[src/rtl/vntc_pkg.sv]
// vntc_pkg: shared types, constants and arithmetic helpers for the value
// noise terrain classifier. No dependencies.
package vntc_pkg;

	// hash constants
	localparam logic [31:0] HASH_PX  = 32'd374761393;
	localparam logic [31:0] HASH_PY  = 32'd668265263;
	localparam logic [31:0] HASH_MIX = 32'h9E3779B9;
	localparam logic [31:0] HASH_MUL = 32'd1274126177;

	// fixed point widths
	localparam int unsigned HASH_W   = 24;    // hash value, full scale 2^24-1
	localparam int unsigned FRAC_W   = 16;    // Q.16 fraction
	localparam int unsigned SMOOTH_W = 17;    // smoothstep weight, 0 .. 65536
	localparam int unsigned HEIGHT_W = 17;    // Q1.16 height
	localparam int unsigned COORD_W  = 10;
	localparam int unsigned FREQ_W   = 24;
	localparam int unsigned XB_W     = COORD_W + FREQ_W;
	localparam int unsigned PX_W     = 64;    // sample point after octave shift
	localparam int unsigned MAP_SIZE = 1024;

	localparam logic [17:0]         SMOOTH_K   = 18'd196608;
	localparam logic [HEIGHT_W-1:0] HEIGHT_ONE = 17'd65536;

	// configuration register indexes
	typedef enum logic [2:0] {
		CFG_SEED   = 3'd0,
		CFG_FREQ   = 3'd1,
		CFG_OCT    = 3'd2,
		CFG_WATER  = 3'd3,
		CFG_GRASS  = 3'd4,
		CFG_FOREST = 3'd5,
		CFG_PEAK   = 3'd6
	} cfg_idx_t;

	typedef enum logic [2:0] {
		TERR_WATER    = 3'd0,
		TERR_GRASS    = 3'd1,
		TERR_FOREST   = 3'd2,
		TERR_DESERT   = 3'd3,
		TERR_MOUNTAIN = 3'd4
	} terrain_t;

	// (t*t) >> 16
	function automatic logic [FRAC_W-1:0] smooth_sq(input logic [FRAC_W-1:0] t);
		logic [2*FRAC_W-1:0] p;
		p = (2*FRAC_W)'(t) * (2*FRAC_W)'(t);
		return p[2*FRAC_W-1:FRAC_W];
	endfunction

	// (t2 * (3 - 2t)) >> 16
	function automatic logic [SMOOTH_W-1:0] smooth_fin(input logic [FRAC_W-1:0] t,
			input logic [FRAC_W-1:0] t2);
		logic [17:0] k;
		logic [33:0] p;
		k = SMOOTH_K - {1'b0, t, 1'b0};
		p = 34'(t2) * 34'(k);
		return p[FRAC_W+SMOOTH_W-1:FRAC_W];
	endfunction

	// (|b-a| * s) >> 16
	function automatic logic [HASH_W-1:0] lerp_mul(input logic [HASH_W-1:0] a,
			input logic [HASH_W-1:0] b, input logic [SMOOTH_W-1:0] s);
		logic [HASH_W-1:0] d;
		logic [HASH_W+SMOOTH_W-1:0] p;
		d = (b >= a) ? (b - a) : (a - b);
		p = (HASH_W+SMOOTH_W)'(d) * (HASH_W+SMOOTH_W)'(s);
		return p[HASH_W+FRAC_W-1:FRAC_W];
	endfunction

	// step from a toward b, truncating toward a
	function automatic logic [HASH_W-1:0] lerp_add(input logic [HASH_W-1:0] a,
			input logic [HASH_W-1:0] pd, input logic up);
		return up ? (a + pd) : (a - pd);
	endfunction

endpackage

[src/rtl/vntc_hash.sv]
// vntc_hash: three-stage pipelined seeded lattice hash, 24-bit result.
// Depends on vntc_pkg.
module vntc_hash (
	input  logic                        clk,
	input  logic                        en,
	input  logic [31:0]                 seed,
	input  logic [31:0]                 i,
	input  logic [31:0]                 j,
	output logic [vntc_pkg::HASH_W-1:0] v
);
	import vntc_pkg::*;

	logic [31:0] mi_s1, mj_s1, h2_s2, m_s3;
	logic [31:0] h;
	logic [31:0] m_fin;

	// stage 1: lattice products
	always_ff @(posedge clk) begin
		if (en) begin
			mi_s1 <= i * HASH_PX;
			mj_s1 <= j * HASH_PY;
		end
	end

	// stage 2: seed mix
	assign h = mi_s1 + mj_s1;
	always_ff @(posedge clk) begin
		if (en) h2_s2 <= h ^ (seed + HASH_MIX + (h << 6) + (h >> 2));
	end

	// stage 3: avalanche multiply
	always_ff @(posedge clk) begin
		if (en) m_s3 <= (h2_s2 ^ (h2_s2 >> 13)) * HASH_MUL;
	end

	assign m_fin = m_s3 ^ (m_s3 >> 16);
	assign v     = m_fin[HASH_W-1:0];

endmodule

[config.mk]
export PLATFORM = sky130hd
export DESIGN_NAME = vntc_hash
export DESIGN_NICKNAME = d
export VERILOG_FILES = /design/src/rtl/vntc_pkg.sv /design/src/rtl/vntc_hash.sv
export SDC_FILE = /design/constraint.sdc
export NUM_CORES = 2
export LEC_CHECK = 0
export ABC_CLOCK_PERIOD_IN_PS = 27000
export BUFFER_PORTS_ARGS = -buffer_cell sky130_fd_sc_hd__buf_2
export CORE_MARGIN = 2
export CORE_UTILIZATION = 30
export CTS_CLUSTER_SIZE = 30
export DETAILED_ROUTE_END_ITERATION = 6
export GPL_ROUTABILITY_DRIVEN = 0
export GPL_TIMING_DRIVEN = 0
export PLACE_DENSITY = 0.53
export SLEW_MARGIN = 5
export SYNTH_ARGS = -nofsm -noshare
export SYNTH_HDL_FRONTEND = slang
export SYNTH_SLANG_ARGS = --single-unit
[constraint.sdc]
create_clock -name clk -period 27 [get_ports clk]
set_input_delay 8.1 -clock clk [delete_from_list [all_inputs] [get_ports clk]]
set_output_delay 8.1 -clock clk [all_outputs]
set_load 0.02 [all_outputs]
==> out/results.tsv <==
metric	value	unit
run_status	completed	
portBuffers	121	
skew	13.3	ps
worstSkewPairLatency	450	ps
nets	4717	
cts_max_level	4	
critPathLaunchType	primary input	
drive_gt1_share	5.51	%
avgSynthCellArea	10.6	um^2
firstDrtPassIters	5	
synth-seq-cells	128	
overflow	0	
diodes	0	
syn2layout_area_growth	8.96	%
met2RoutedLength	41000	um
ys.flop_type	edfxtp_1	
crit_path_max_fanout	11	
relSlewSlack	19.1	%
initial_utilization	30.3	%
grt_pass1_wl	132000	um
final_cell_mix	inv_1 (979), fa_1 (635), ha_1 (623), xnor2_1 (224), edfxtp_1 (128)	
cts_inserted_buffers	17	
root_buffer	clkbuf_16	
critPathKind	primary input to flip-flop	
grt_pass1_vias	23238	
critical-path-max-stage-delay	520	ps
postCtsHoldBufs	0	
end_kind	flip-flop	
syn-num-nets	4576	
die_x	341	um
ys_seq_area_share	11.3	%
maxCapViolations	0	
finalHoldViolations	0	
wire_per_inst	17.1	um
vias	21432	
cts_resized	0	
cts_setup_buffers	0	
synthArstFlopShare	0	%
setup_viol	0	
route.layer.met1.wl	39400	um
synth_enable_flop_cells	128	
grtUsageTotal	14.9	%
die_h	341	um
antenna_found_initial	0	
synthCells	3220	
core	0.112	mm^2
rsz0062_at_grt	no	
die_area	0.116	mm^2
fill_cells	11578	
synth_cell_types	69	
worst_pin_slew	1210	ps
fin_area	0.0371	mm^2
min_path_type	flip-flop to flip-flop	
setup-tns-final	0	ps
crit_arrival	14780	ps
drc	0	
fmax	0.0685	GHz
wl	83400	um
tritoncts	done	
post-route-min-period	14610	ps
antenna_left	0	
post-route-period-util	54.1	%
num_io_pins	122	
synth_area	0.0341	mm^2
drv_slew	0	
ys_warn_count	0	
rows	123	
highest_layer	met4	
drt-vias-per-instance	4.40	
final_common_cell	inv_1	
wl_met3	2390	um
place_area	0.0366	mm^2
grt_max_degree	97	
dp_hpwl	75500	um
crit_slowest_cell	fa_1	
clk_pin_slew	60	ps
cts.path.max_buffers	2	
crit_top_cell	inv_1	
drtIter0Drc	971	
clkSinkCount	128	
required	27180	ps
worst max-delay path: cells and delay by family:
kind / cells / cell delay, ps
AO/OA/AOI/OAI: 8 / 1870
XOR/XNOR: 1 / 140
adder cells (fa/ha/maj): 9 / 3650
buffers and inverters: 10 / 1000
cells in the mapped netlist, types with 5 or more instances:
| cell | count | area, um^2 |
|---|---|---|
| edfxtp_1 | 128 | 3840 |
| o211ai_1 | 10 | 75.1 |
| nor2b_1 | 10 | 62.6 |
| a211oi_1 | 11 | 82.6 |
| xor2_1 | 77 | 674 |
| nand4_1 | 7 | 43.8 |
| nand3_1 | 20 | 100 |
| or2_2 | 7 | 43.8 |
| a21o_1 | 49 | 368 |
| o311ai_0 | 5 | 43.8 |
| o21ai_0 | 50 | 250 |
| nand2_1 | 46 | 173 |
| a31oi_1 | 10 | 62.6 |
| nor3_1 | 17 | 85.1 |
| xnor2_1 | 224 | 1960 |
| and3_1 | 8 | 50.1 |
| nand2b_1 | 12 | 75.1 |
| nor2_1 | 51 | 191 |
| or3_1 | 8 | 50.1 |
| fa_1 | 635 | 12700 |
| ha_1 | 623 | 7790 |
| buf_4 | 10 | 75.1 |
| a21oi_1 | 110 | 551 |
| inv_1 | 979 | 3670 |
| o21bai_1 | 19 | 143 |
| o21a_1 | 18 | 135 |
path summary, 6_finish.rpt:
check | from | end | slack, ps | depth (start not counted)
worst max register to register | h2_s2[22]$_DFFE_PP_ | m_s3[31]$_DFFE_PP_ | 18550 | 25
worst min register to register | mi_s1[0]$_DFFE_PP_ | h2_s2[0]$_DFFE_PP_ | 810 | 2
worst max-delay path | i[5] | mi_s1[31]$_DFFE_PP_ | 12390 | 28
worst min-delay path | mi_s1[0]$_DFFE_PP_ | h2_s2[0]$_DFFE_PP_ | 810 | 2
cell type report:
type	instances	area, um^2	area share [%]
clock buffers	19	433	1.17
inverters	979	3670	9.90
plain buffers	12	82.6	0.223
flip-flops and latches	128	3840	10.4
clock inverters	13	104	0.280
well taps	1500	1880	5.06
repair buffers	122	639	1.72
multi-input cells	2101	26500	71.3
per-layer routing:
metal	vias up	GRT usage, %
met2	290	25.8
met5	-	0
met3	31	1.36
met1	10793	20.8
met4	0	1.51
li1	10318	-
metrics by stage:
stage	hold WS, ps	worst slack [ps]	std cells	util, %
2_1_floorplan	678	12810	3220	-
3_3_place_gp	824	11940	4841	32.5
3_5_place_dp	806	11940	4842	32.5
4_1_cts	831	12390	4874	33.0
5_1_grt	869	11970	4874	33.0
6_report	809	12390	4874	33.0
logic make-up after synthesis:
group,count (synthesis),synth area share [%]
buf+inv,991,11.0
xor+xnor,305,7.99
simple gates,203,2.95
compound gates,333,6.46
flops,128,11.3
fa+ha+maj,1259,60.2
mux,1,0.0294
registers in the layout, summed over array words and instances (netlist names):
register / count
mj_s1: 32
m_s3: 32
h2_s2: 32
mi_s1: 32
Power is left out: the tool's default activity adds up to more than one toggle a clock period on the data nets, which glitch-free logic cannot reach.
