### config.mk
export PLATFORM = sky130hd
export DESIGN_NAME = vntc_div
export DESIGN_NICKNAME = d
export VERILOG_FILES = /design/src/rtl/vntc_pkg.sv /design/src/rtl/vntc_div.sv
export SDC_FILE = /design/constraint.sdc
export NUM_CORES = 2
export LEC_CHECK = 0
export ABC_CLOCK_PERIOD_IN_PS = 3900
export BUFFER_PORTS_ARGS = -buffer_cell sky130_fd_sc_hd__buf_4
export CORE_ASPECT_RATIO = 0.8
export CORE_MARGIN = 3
export CORE_UTILIZATION = 59
export CTS_CLUSTER_SIZE = 24
export DETAILED_ROUTE_END_ITERATION = 7
export PLACE_DENSITY = 0.82
export SYNTH_ARGS = -nofsm -noshare
export SYNTH_HDL_FRONTEND = slang
export SYNTH_SLANG_ARGS = --single-unit
### constraint.sdc
create_clock -name clk -period 3.9 [get_ports clk]
set_input_delay 0.39 -clock clk [delete_from_list [all_inputs] [get_ports clk]]
set_output_delay 0.39 -clock clk [all_outputs]
set_load 0.02 [all_outputs]
### src/rtl/vntc_pkg.sv
// vntc_pkg: shared types, constants and arithmetic helpers for the value
// noise terrain classifier. No dependencies.
package vntc_pkg;

	// hash constants
	localparam logic [31:0] HASH_PX  = 32'd374761393;
	localparam logic [31:0] HASH_PY  = 32'd668265263;
	localparam logic [31:0] HASH_MIX = 32'h9E3779B9;
	localparam logic [31:0] HASH_MUL = 32'd1274126177;

	// fixed point widths
	localparam int unsigned HASH_W   = 24;    // hash value, full scale 2^24-1
	localparam int unsigned FRAC_W   = 16;    // Q.16 fraction
	localparam int unsigned SMOOTH_W = 17;    // smoothstep weight, 0 .. 65536
	localparam int unsigned HEIGHT_W = 17;    // Q1.16 height
	localparam int unsigned COORD_W  = 10;
	localparam int unsigned FREQ_W   = 24;
	localparam int unsigned XB_W     = COORD_W + FREQ_W;
	localparam int unsigned PX_W     = 64;    // sample point after octave shift
	localparam int unsigned MAP_SIZE = 1024;

	localparam logic [17:0]         SMOOTH_K   = 18'd196608;
	localparam logic [HEIGHT_W-1:0] HEIGHT_ONE = 17'd65536;

	// configuration register indexes
	typedef enum logic [2:0] {
		CFG_SEED   = 3'd0,
		CFG_FREQ   = 3'd1,
		CFG_OCT    = 3'd2,
		CFG_WATER  = 3'd3,
		CFG_GRASS  = 3'd4,
		CFG_FOREST = 3'd5,
		CFG_PEAK   = 3'd6
	} cfg_idx_t;

	typedef enum logic [2:0] {
		TERR_WATER    = 3'd0,
		TERR_GRASS    = 3'd1,
		TERR_FOREST   = 3'd2,
		TERR_DESERT   = 3'd3,
		TERR_MOUNTAIN = 3'd4
	} terrain_t;

	// (t*t) >> 16
	function automatic logic [FRAC_W-1:0] smooth_sq(input logic [FRAC_W-1:0] t);
		logic [2*FRAC_W-1:0] p;
		p = (2*FRAC_W)'(t) * (2*FRAC_W)'(t);
		return p[2*FRAC_W-1:FRAC_W];
	endfunction

	// (t2 * (3 - 2t)) >> 16
	function automatic logic [SMOOTH_W-1:0] smooth_fin(input logic [FRAC_W-1:0] t,
			input logic [FRAC_W-1:0] t2);
		logic [17:0] k;
		logic [33:0] p;
		k = SMOOTH_K - {1'b0, t, 1'b0};
		p = 34'(t2) * 34'(k);
		return p[FRAC_W+SMOOTH_W-1:FRAC_W];
	endfunction

	// (|b-a| * s) >> 16
	function automatic logic [HASH_W-1:0] lerp_mul(input logic [HASH_W-1:0] a,
			input logic [HASH_W-1:0] b, input logic [SMOOTH_W-1:0] s);
		logic [HASH_W-1:0] d;
		logic [HASH_W+SMOOTH_W-1:0] p;
		d = (b >= a) ? (b - a) : (a - b);
		p = (HASH_W+SMOOTH_W)'(d) * (HASH_W+SMOOTH_W)'(s);
		return p[HASH_W+FRAC_W-1:FRAC_W];
	endfunction

	// step from a toward b, truncating toward a
	function automatic logic [HASH_W-1:0] lerp_add(input logic [HASH_W-1:0] a,
			input logic [HASH_W-1:0] pd, input logic up);
		return up ? (a + pd) : (a - pd);
	endfunction

endpackage

### src/rtl/vntc_div.sv
// vntc_div: restoring divider, one quotient bit per stage, 17 stages.
// Gives floor(num * 65536 / den) for num <= den. Depends on vntc_pkg.
module vntc_div #(
	parameter int unsigned SW = 32
) (
	input  logic                          clk,
	input  logic                          en,
	input  logic [SW-1:0]                 num,
	input  logic [SW-1:0]                 den,
	output logic [vntc_pkg::HEIGHT_W-1:0] quo
);
	import vntc_pkg::*;

	localparam int unsigned NB = HEIGHT_W;

	logic [SW-1:0] rem_s [NB];
	logic [NB-1:0] q_s   [NB];

	// integer bit
	always_ff @(posedge clk) begin
		if (en) begin
			rem_s[0] <= (num >= den) ? (num - den) : num;
			q_s[0]   <= NB'(num >= den);
		end
	end

	// fraction bits
	for (genvar b = 1; b < NB; b++) begin : g_bit
		logic [SW:0] r2;
		logic        ge;
		assign r2 = {rem_s[b-1], 1'b0};
		assign ge = r2 >= {1'b0, den};
		always_ff @(posedge clk) begin
			if (en) begin
				rem_s[b] <= ge ? SW'(r2 - {1'b0, den}) : SW'(r2);
				q_s[b]   <= {q_s[b-1][NB-2:0], ge};
			end
		end
	end

	assign quo = q_s[NB-1];

endmodule

==> flow_summary_export.csv <==
group,metric,value,unit
cells_and_area,post_layout_nonfiller_instances,6825,
synth,synth_warnings,0,
global_route,grt_pass1_wl,218,mm
sta,fin_worst_skew,24.9,ps
sta,period_minus_slack,3800,ps
sta,finalHoldViolations,0,
cts,cts_hold_buffers,0,
route,viasPerCell,6.18,
sta,slew_violations,0,
min_path,hold_class,"input port to register",
min_path,min_from,"num[22]",
route,drc,0,
sta,slew-limit-headroom,0.413,
run,drv_cap,0,
cts,cts-root-buf,"clkbuf_16",
cts,path_clk_slew,70,ps
power,p_leak,25.2,nW
placed_design,pre_cts_ws,-293,ps
critical_path,worst_path_largest_cell_delay,400,ps
cts,h-tree-depth,3,
synth,synth.distinct_cells,101,
route,route.vias.total,42156,
synth,synthMuxAreaShare,0.0696,
synth,synth-simple-area-share,0.119,
route,wl_per_cell,20.7,um
placed_design,hpwl,106,mm
cells_and_area,drive_above_1_share,0.182,
floorplanning,coreArea,86600,um^2
synth,synthArstFlopShare,0,
sta,tightest_slew,859,ps
critical_path,rr_worst_depth,13,
min_path,holdPathStages,2,
critical_path,worstPathArrival,4210,ps
sta,finalWorstSetupSlack,98.1,ps
global_route,antenna_found_initial,2,
cts,cts_tree,"built",
global_route,grt_pass1_vias,40318,
critical_path,startpoint_type,"register",
floorplanning,die_y,272,um
critical_path,path_class,"register to register",
synth,avgSynthCellArea,10.2,um^2
placed_design,gp_congestion,0.966,
synth,synth_edf_count,665,
route,postRouteAntennaNets,0,
critical_path,cp.required,4310,ps
route,drt_iter0_drc,3818,
cells_and_area,syn_to_final_growth,15.6,%
run_status,status,"finished, final reports clean",
cts,cts_buffer_depth,3,
cells_and_area,nets,6211,
floorplanning,die_area,91800,um^2
critical_path,path_cells,"ha_1 -> nor2b_1 -> o31a_1 -> or3_4 -> a31oi_4 -> a311o_2 -> a41oi_4 -> a221oi_4 -> o21a_1 -> o21ai_2 -> a41oi_4 -> buf_12 -> mux2_2",
synth,synthAdderAreaFrac,0.137,
critical_path,path_max_fanout,22,
synth,synth_xor_area_frac,0.0727,
cells_and_area,postLayoutCoreUtil,0.695,
sta,setup_violations,0,
synth,synth_area,52000,um^2
synth,netlist_instances,5111,
route,drtPass1Iterations,6,
sta,finalSetupTns,0,ps
floorplanning,die_width,338,um
synth,synth_seq_area_share,0.384,
critical_path,cpMostUsedCell,"a41oi_4",
critical_path,end_kind,"register",
min_path,worstHoldEndpoint,"rem_s[0][22]",
floorplanning,ios,83,
cts,numCtsBuffers,74,
critical_path,r2r_start,"rem_s[0][160]",
floorplanning,initial_core_util,0.601,
floorplanning,fp-row-count,96,
synth,mappedNetlistNets,5736,
synth,synth_top_family_by_area,"compound AO/OA/AOI/OAI gates",
cts,clock-sinks,665,
placed_design,portBuffers,82,
sta,fmax,263,MHz
global_route,grt_start_max_net_pins,151,
critical_path,crit_path_top_delay_cell,"edfxtp_1",
critical_path,r2r_end,"rem_s[0][194]",
global_route,overflow,0,
power,powerDensity,894,nW/um^2
global_route,track_usage,0.301,
placed_design,dpl.cell_count,6680,
critical_path,r2r_setup_slack,100,ps
cts,clk_latency,650,ps
route,routed_wl,142,mm
sta,post-route-period-util,0.975,
synth,synth_flop_cell,"edfxtp_1",
synth,synth_compound_area_frac,0.193,
synth,synth-seq-cells,665,
power,vdd_drop_max,0.000499,V
[cell families after synthesis]
group	after synthesis
compound gates	1554
xor+xnor	432
fa+ha+maj	559
buf+inv	302
flops	665
mux	317
simple gates	1282
[placed cells by master (no fill, tap or decap), types with 17 or more instances in the layout]
| cell | n |
|---|---|
| o31ai_1 | 23 |
| nor3_1 | 67 |
| nand2b_1 | 74 |
| a211o_1 | 18 |
| inv_1 | 155 |
| nand2_1 | 303 |
| nor2_1 | 386 |
| and3_1 | 50 |
| mux2_4 | 20 |
| nand4_1 | 68 |
| mux2_2 | 267 |
| edfxtp_1 | 665 |
| buf_4 | 485 |
| o21ai_0 | 296 |
| o21bai_1 | 48 |
| a21oi_1 | 519 |
| a21o_1 | 272 |
| xor2_1 | 150 |
| and2_1 | 35 |
| a31oi_1 | 34 |
| xnor2_1 | 282 |
| clkbuf_16 | 77 |
| buf_12 | 54 |
| ha_1 | 542 |
| nand3_1 | 99 |
| mux2i_1 | 17 |
| or3_1 | 20 |
| nor2b_1 | 98 |
| a211oi_1 | 41 |
| o211ai_1 | 22 |
| or2_2 | 19 |
| o21a_1 | 79 |
[worst max path at each step]
stage | start | end | depth (start not counted)
floorplan | den[1] | rem_s[0][452] | 14
global placement | den[1] | rem_s[0][450] | 16
detailed placement | den[1] | rem_s[0][454] | 16
CTS | rem_s[0][173] | rem_s[0][219] | 13
global route | rem_s[0][160] | rem_s[0][194] | 13
finish | rem_s[0][160] | rem_s[0][194] | 13
[synthesized netlist by cell type (15+ instances only)]
cell type,n,area (um^2)
edfxtp_1,665,20000
ha_1,543,6790
a21oi_1,520,2600
nor2_1,386,1450
nand2_1,303,1140
o21ai_0,297,1490
xnor2_1,282,2470
a21o_1,272,2040
mux2_2,267,3010
inv_1,156,586
xor2_1,150,1310
nand3_1,99,495
nor2b_1,98,613
clkbuf_1,85,319
o21a_1,79,593
nand2b_1,74,463
nand4_1,68,425
nor3_1,67,335
and3_1,50,313
o21bai_1,49,368
a211oi_1,43,323
and2_1,35,219
a31oi_1,34,213
o31ai_1,24,180
buf_4,22,165
o211ai_1,22,165
mux2_4,20,300
or3_1,20,125
or2_2,19,119
a211o_1,18,158
buf_2,18,90.1
a221oi_1,17,149
mux2i_1,17,170
a21boi_0,16,120
fa_1,16,320
o31a_1,15,131
[state kept, by name, summed over array words and instances, names as in the netlist]
signal  flops
rem_s     512
q_s       153
[critical path, delay by kind of cell (launching register included)]
family / cells / cell delay [ps]
muxes: 1 / 360
DFF: 1 / 400
buffers and inverters: 1 / 250
adders and majority gates: 1 / 310
and+or+nand+nor: 2 / 500
AOI/OAI and AO/OA: 8 / 1720
[layout make-up]
class / count / area, um^2
Sequential cell: 665 / 20000
Tap cell: 1176 / 1470
Fill cell: 6423 / 26400
Inverter: 157 / 593
Clock inverter: 53 / 504
Antenna cell: 3 / 7.51
Timing Repair Buffer: 544 / 4810
Clock buffer: 83 / 1910
Multi-Input combinational cell: 4144 / 30900
[power by group]
group | internal [W] | leakage (nW) | switching (W)
logic | 0.0157 | 17.5 | 0.0165
clock network | 0.00407 | 1.18 | 0.00312
registers | 0.0125 | 6.48 | 0.00190
[per-layer routing]
layer  part of all wire  global-route usage  vias to the layer above  wire length, um
met4              0.040               0.118                        2             5640
met3              0.078              0.0525                      314            11000
met1               0.43               0.411                    20027            60900
met2               0.45               0.477                     1485            63900
met5           0.000092                   0                        -               13
li1                   -                   -                    20328                -
[timing repair]
item                       4_1_cts  5_1_grt
setup endpoints to repair        0      139
gates resized for setup          0       15
setup buffers                    0        3
[per-stage QoR]
step	area (um^2)	hold slack, ps	power, W
after global routing	60100	47.6	0.0574
after detailed placement	57600	405	0.0456
after global placement	57600	401	0.0446
after floorplan	52000	400	0.0363
final	60200	57.2	0.0538
after CTS	60000	29.5	0.0531
Note: power is estimated with default switching activity, not from simulation.
